## config.mk

```make
export PLATFORM = sky130hd
export DESIGN_NAME = scope_frame_crc16_encoder
export DESIGN_NICKNAME = d
export VERILOG_FILES = /design/src/sfc_pkg.sv /design/src/scope_frame_crc16_encoder.sv /design/src/sfc_serializer.sv
export SDC_FILE = /design/constraint.sdc
export NUM_CORES = 1
export LEC_CHECK = 0
export ABC_AREA = 1
export BUFFER_PORTS_ARGS = -buffer_cell sky130_fd_sc_hd__buf_2
export CAP_MARGIN = 15
export CORE_MARGIN = 3
export CORE_UTILIZATION = 35
export CTS_BUF_LIST = sky130_fd_sc_hd__clkbuf_8
export DETAILED_ROUTE_END_ITERATION = 12
export GPL_TIMING_DRIVEN = 0
export SLEW_MARGIN = 30
export SYNTH_ARGS = -nofsm -noshare
export SYNTH_HDL_FRONTEND = slang
export SYNTH_SLANG_ARGS = --single-unit
export TNS_END_PERCENT = 30
```

## constraint.sdc

```tcl
create_clock -name i_clk -period 9.15 [get_ports i_clk]
set_clock_uncertainty 0.15 [all_clocks]
set_input_delay 0.4575 -clock i_clk [delete_from_list [all_inputs] [get_ports i_clk]]
set_output_delay 0.4575 -clock i_clk [all_outputs]
set_load 0.01 [all_outputs]
```

## src/sfc_pkg.sv

```systemverilog
// shared constants, types and the crc step function for the scope frame encoder
`timescale 1ns / 1ps

package sfc_pkg;

    localparam int CHANNELS    = 4;
    localparam int SAMPLE_W    = 16;
    localparam int BYTE_W      = 8;
    localparam int PAYLOAD_LEN = 2 * CHANNELS;
    localparam int FRAME_LEN   = PAYLOAD_LEN + 2;
    localparam int IDX_W       = $clog2(FRAME_LEN);

    localparam logic [15:0] CRC_INIT = 16'hFFFF;
    localparam logic [15:0] CRC_POLY = 16'hA001;

    // channel 0 sits in the low bits, so shifting right walks the frame order
    typedef logic [CHANNELS*SAMPLE_W-1:0] t_samples;

    // one byte of the reflected modbus crc, bit by bit
    function automatic logic [15:0] crc16_byte(input logic [15:0] crc_in,
                                               input logic [BYTE_W-1:0] data);
        logic [15:0] crc;
        crc = crc_in ^ {8'h00, data};
        for (int k = 0; k < BYTE_W; k++) begin
            if (crc[0]) begin
                crc = (crc >> 1) ^ CRC_POLY;
            end else begin
                crc = crc >> 1;
            end
        end
        return crc;
    endfunction

endpackage

```

## src/scope_frame_crc16_encoder.sv

```systemverilog
// top level: sample word buffer feeding the crc16 frame serializer
//
//  channel  dir  handshake         payload
//  input    in   i_valid/o_stall   i_sample_a..i_sample_d, 16 bits each
//  output   out  o_valid/i_stall   o_frame_byte (8 bits), o_frame_end
//
// each sample word becomes a 10-byte frame, one byte per cycle on the output
// while the output does not stall; the serializer loads the next word as the
// last byte of a frame enters its byte-wide output register, and the crc
// advances one byte per payload byte alongside it in the serializer
// reset (synchronous, active low) empties the buffer and the serializer
// output stalls hold the current byte; the input stalls only while the
// one-word buffer is full
`timescale 1ns / 1ps

module scope_frame_crc16_encoder
    import sfc_pkg::*;
(
    input  logic              i_clk,
    input  logic              i_rst_n,
    input  logic              i_valid,
    output logic              o_stall,
    input  logic [SAMPLE_W-1:0] i_sample_a,
    input  logic [SAMPLE_W-1:0] i_sample_b,
    input  logic [SAMPLE_W-1:0] i_sample_c,
    input  logic [SAMPLE_W-1:0] i_sample_d,
    output logic              o_valid,
    input  logic              i_stall,
    output logic [BYTE_W-1:0] o_frame_byte,
    output logic              o_frame_end
);

    // one-word buffer so a new word can be taken while a frame is going out
    logic     r_buf_vld, n_buf_vld;
    t_samples r_buf;
    logic     in_accept;
    logic     load_rdy;

    assign o_stall   = r_buf_vld;
    assign in_accept = i_valid && !r_buf_vld;

    always_comb begin
        n_buf_vld = r_buf_vld;
        if (r_buf_vld && load_rdy) begin
            n_buf_vld = 1'b0;
        end
        if (in_accept) begin
            n_buf_vld = 1'b1;
        end
    end

    always_ff @(posedge i_clk) begin
        if (!i_rst_n) begin
            r_buf_vld <= 1'b0;
        end else begin
            r_buf_vld <= n_buf_vld;
        end
    end

    // channel a in the low bits: it leaves first
    always_ff @(posedge i_clk) begin
        if (in_accept) begin
            r_buf <= {i_sample_d, i_sample_c, i_sample_b, i_sample_a};
        end
    end

    sfc_serializer u_ser (
        .i_clk        (i_clk),
        .i_rst_n      (i_rst_n),
        .i_load_vld   (r_buf_vld),
        .i_samples    (r_buf),
        .o_load_rdy   (load_rdy),
        .o_valid      (o_valid),
        .i_stall      (i_stall),
        .o_frame_byte (o_frame_byte),
        .o_frame_end  (o_frame_end)
    );

endmodule

```

## src/sfc_serializer.sv

```systemverilog
// frame serializer: sample bytes low first, running crc, then crc low and high
`timescale 1ns / 1ps

module sfc_serializer
    import sfc_pkg::*;
(
    input  logic              i_clk,
    input  logic              i_rst_n,
    input  logic              i_load_vld,
    input  t_samples          i_samples,
    output logic              o_load_rdy,
    output logic              o_valid,
    input  logic              i_stall,
    output logic [BYTE_W-1:0] o_frame_byte,
    output logic              o_frame_end
);

    localparam logic [IDX_W-1:0] IDX_CRC_LO = IDX_W'(PAYLOAD_LEN);
    localparam logic [IDX_W-1:0] IDX_LAST   = IDX_W'(FRAME_LEN - 1);

    logic              r_act,  n_act;
    logic [IDX_W-1:0]  r_idx,  n_idx;
    logic [15:0]       r_crc,  n_crc;
    t_samples          r_data, n_data;
    logic              r_out_vld,  n_out_vld;
    logic [BYTE_W-1:0] r_out_byte, n_out_byte;
    logic              r_out_end,  n_out_end;

    logic out_adv;
    logic load_rdy;

    assign out_adv  = !r_out_vld || !i_stall;
    assign load_rdy = !r_act || (out_adv && (r_idx == IDX_LAST));

    always_comb begin
        n_act      = r_act;
        n_idx      = r_idx;
        n_crc      = r_crc;
        n_data     = r_data;
        n_out_vld  = r_out_vld;
        n_out_byte = r_out_byte;
        n_out_end  = r_out_end;

        if (out_adv) begin
            n_out_vld = r_act;
            if (r_act) begin
                if (r_idx < IDX_CRC_LO) begin
                    n_out_byte = r_data[BYTE_W-1:0];
                    n_crc      = crc16_byte(r_crc, r_data[BYTE_W-1:0]);
                    n_data     = r_data >> BYTE_W;
                end else if (r_idx == IDX_CRC_LO) begin
                    n_out_byte = r_crc[7:0];
                end else begin
                    n_out_byte = r_crc[15:8];
                end
                n_out_end = (r_idx == IDX_LAST);
                n_idx     = r_idx + 1'b1;
                if (r_idx == IDX_LAST) begin
                    n_act = 1'b0;
                end
            end
        end

        // next frame is loaded in the cycle the last byte enters the output register
        if (i_load_vld && load_rdy) begin
            n_act  = 1'b1;
            n_idx  = '0;
            n_crc  = CRC_INIT;
            n_data = i_samples;
        end
    end

    always_ff @(posedge i_clk) begin
        if (!i_rst_n) begin
            r_act     <= 1'b0;
            r_idx     <= '0;
            r_out_vld <= 1'b0;
        end else begin
            r_act     <= n_act;
            r_idx     <= n_idx;
            r_out_vld <= n_out_vld;
        end
    end

    always_ff @(posedge i_clk) begin
        r_crc      <= n_crc;
        r_data     <= n_data;
        r_out_byte <= n_out_byte;
        r_out_end  <= n_out_end;
    end

    assign o_load_rdy   = load_rdy;
    assign o_valid      = r_out_vld;
    assign o_frame_byte = r_out_byte;
    assign o_frame_end  = r_out_end;

endmodule
```

==> metrics.txt <==
Synth Register Bits=between 150 and 200; GRT overflow=0; flop-to-flop setup slack=between 6 and 7 ns; Die Ht=roughly 140 um; Max Freq=about 360 MHz; Worst VDD drop=roughly 0.12 mV; # rows=48; starting density of the core=0.3616; Vias=4193; largest buffer count on any clock path=2; Worst-Margin Slew=approximately 0.56 ns; CTS tree=built; DR DRC count=0; n_diodes=0; Cell Area, Synth=~0.0063 mm2; PD cells=about 220 mW/mm2; Num Clock Sinks=160; Max FO, Critical Path=11; Synthesized Nets=roughly 630; Mapped Cells=560; Post-Layout Cell Count=922; RSZ-0062 raised after global routing=false; Final Hold Fails=0; Design Area, Final=roughly 0.0077 mm2; routed vias/inst=approximately 4.5; Max Cap Violations=0; Data arrival, critical path=about 2.8 ns; IO buf count=slightly below 80; PostCTS Resize Cnt=0; Startpoint Class=register; CP Launch Point=u_ser.r_idx[0]; post-synth cell types=26; Crit Reg-Reg Startpoint=u_ser.r_idx[0]; nets=755; max-slew violations=0; Area Overhead vs Synth=21.96%; worst hold slack=between 0.03 and 0.04 ns; Mapped Avg Cell Area=~11 um2; first-pass GRT wire length=slightly above 20 mm; Setup CP Type=register to register; DR WL/cell=13.71 um; Seq/Total Area, Yosys=0.7238; final WL=approximately 13 mm; Worst R2R Path Depth=9; layout cell share with drive strength beyond 1=0.2123; Critical path destination=u_ser.r_data[49]; Setup crit end kind=register; number of post-CTS setup repair buffers=0; Pre-antenna DRT Iters=6; vias in the first global route=slightly above 4000; H-tree lvl count=4; Final min period=2.803 ns; Worst-Skew Late Latency=about 0.44 ns; num ports=79; pre-CTS setup slack=6.329 ns; slew margin rel.=0.6285; outcome=finished, final reports clean; placed cell area=approximately 0.0072 mm2; core area=approximately 0.017 mm2; largest net degree at the start of global routing=24; largest area contributor in the netlist=edfxtp_1; Static Leakage=between 3 and 4 nW; DIE WIDTH=about 140 um; Req. time, crit path=9.15 ns; initial antenna violation count=0; Hold Path Class=input pin to register; placed cell count=slightly below 900; Reg clk slew, reported paths=approximately 0.090 ns; post-route ant nets=0; CTS buffer count=17; 1st-iter DRT viols=259; DIE AREA=~0.020 mm2; root buffer cell=clkbuf_8; Synth warnings=0; main area contributors after synthesis=edfxtp_1 65%, nand2_1 14%, dfxtp_1 7.3%; reg2reg end=u_ser.r_data[49]; DP Wirelength=between 9 and 10 mm; Tcrit/Tclk final=0.3063; TNS Setup=0 ns; Final setup viols=0; Synth top area share=0.6510; gr usage total=0.1303; gpl congestion=between 0.8 and 0.9; Worst Slack Setup Final=6.347 ns
==> cells in the mapped netlist <==
cell type / n
a22oi_1: 1
a211oi_1: 1
nand4_1: 1
o21ai_1: 2
o21ai_0: 19
clkbuf_1: 7
buf_6: 2
o211ai_1: 8
nand2_2: 5
buf_2: 10
edfxtp_1: 137
nor2_1: 18
xor2_1: 2
o221ai_1: 4
nor2_2: 1
a21oi_1: 17
ha_1: 3
xor2_2: 1
nor2_4: 2
dfxtp_1: 23
inv_2: 6
xnor2_1: 1
nand3_1: 10
nand3_2: 2
nand2_1: 236
inv_1: 41
==> what timing repair did <==
action	CTS	global route
hold buffers	0	18
endpoints found under the setup margin	0	0
hold endpoints to repair	0	18
==> per-stage QoR <==
| stage | power, mW | utilization |
|---|---|---|
| floorplan | 1.147 | - |
| global placement | 1.224 | 0.4001 |
| detailed placement | 1.242 | 0.4096 |
| finish | 1.715 | 0.4410 |
| CTS | 1.728 | 0.4307 |
| global route | 1.810 | 0.4410 |
==> final cells by class <==
type	count	area [um2]
Buffer	19	98.84
Clock buffer	17	234.0
Clock inverter	15	135.1
Fill cell	1623	9769
Inverter	47	176.4
Multi-Input combinational cell	334	1483
Sequential cell	160	4574
Tap cell	225	281.5
Timing Repair Buffer	105	724.4
==> how the worst min path moves through the flow <==
stage	startpoint	end	slack [ns]	cells past startpoint
6_report	i_sample_b[10]	r_buf[26]	0.04	1
5_1_grt	i_sample_d[10]	r_buf[58]	-0.002	1
4_1_cts	i_sample_b[5]	r_buf[21]	0.006	1
3_5_place_dp	u_ser.r_crc[13]	u_ser.r_crc[5]	0.33	2
3_3_place_gp	u_ser.r_crc[10]	u_ser.r_crc[2]	0.30	2
2_1_floorplan	u_ser.r_crc[10]	u_ser.r_crc[2]	0.30	2
==> layout by cell type, fill, tap and decap left out <==
cell / instances
buf_8: 1
nand4_1: 1
edfxtp_1: 137
ha_1: 3
nor2_1: 17
o21ai_1: 2
inv_8: 1
dlygate4sd3_1: 18
a21oi_1: 17
xor2_2: 1
o21ai_0: 19
inv_6: 5
o211ai_1: 8
xor2_1: 2
nand3_1: 10
nand2_1: 236
o221ai_1: 4
a211oi_1: 1
clkinvlp_4: 2
bufinv_16: 1
nor2_2: 1
a22oi_2: 1
buf_16: 3
nand3_2: 2
clkbuf_1: 7
clkinv_4: 2
inv_1: 43
xnor2_1: 1
clkbuf_8: 17
nand2_2: 5
inv_2: 6
nor2_4: 3
clkinv_2: 2
buf_6: 7
dfxtp_1: 23
buf_2: 88
==> logic make-up after synthesis <==
family / Yosys count / share of synthesized area
AO/OA/AOI/OAI: 52 / 0.04752
AND/OR/NAND/NOR: 275 / 0.1724
adder cells (fa/ha/maj): 3 / 0.005940
flip-flops: 160 / 0.7238
XOR/XNOR: 4 / 0.006733
buffers and inverters: 66 / 0.04356
==> routing by layer <==
| layer | part of all wire | global-route usage | up-vias |
|---|---|---|---|
| li1 | - | - | 2114 |
| met5 | 0 | 0 | - |
| met3 | 0.050 | 0.03995 | 12 |
| met4 | 0.016 | 0.04131 | 0 |
| met1 | 0.45 | 0.1668 | 1950 |
| met2 | 0.48 | 0.2127 | 117 |
==> registers in the layout (all words and copies together) (netlist names) <==
name,cells
r_buf,64
u_ser.r_data,64
u_ser.r_crc,16
u_ser.o_frame_byte,8
u_ser.r_idx,4
o_stall,1
u_ser.o_frame_end,1
u_ser.o_valid,1
u_ser.r_act,1
==> power breakdown <==
group	internal [mW]	leakage, nW	switching [mW]
logic	0.109	1.61	0.180
registers	0.900	1.51	0.0405
clock network	0.219	0.192	0.267
==> critical path: stages (launching register included) <==
cell and delay, ns:
dfxtp_1 0.43, ha_1 0.18, nand3_1 0.12, o21ai_1 0.22, nand2_2 0.16, clkbuf_1 0.28, a22oi_2 0.43, buf_6 0.23
buf_8 0.16, buf_6 0.16
Power figures use the tool's default switching activity.
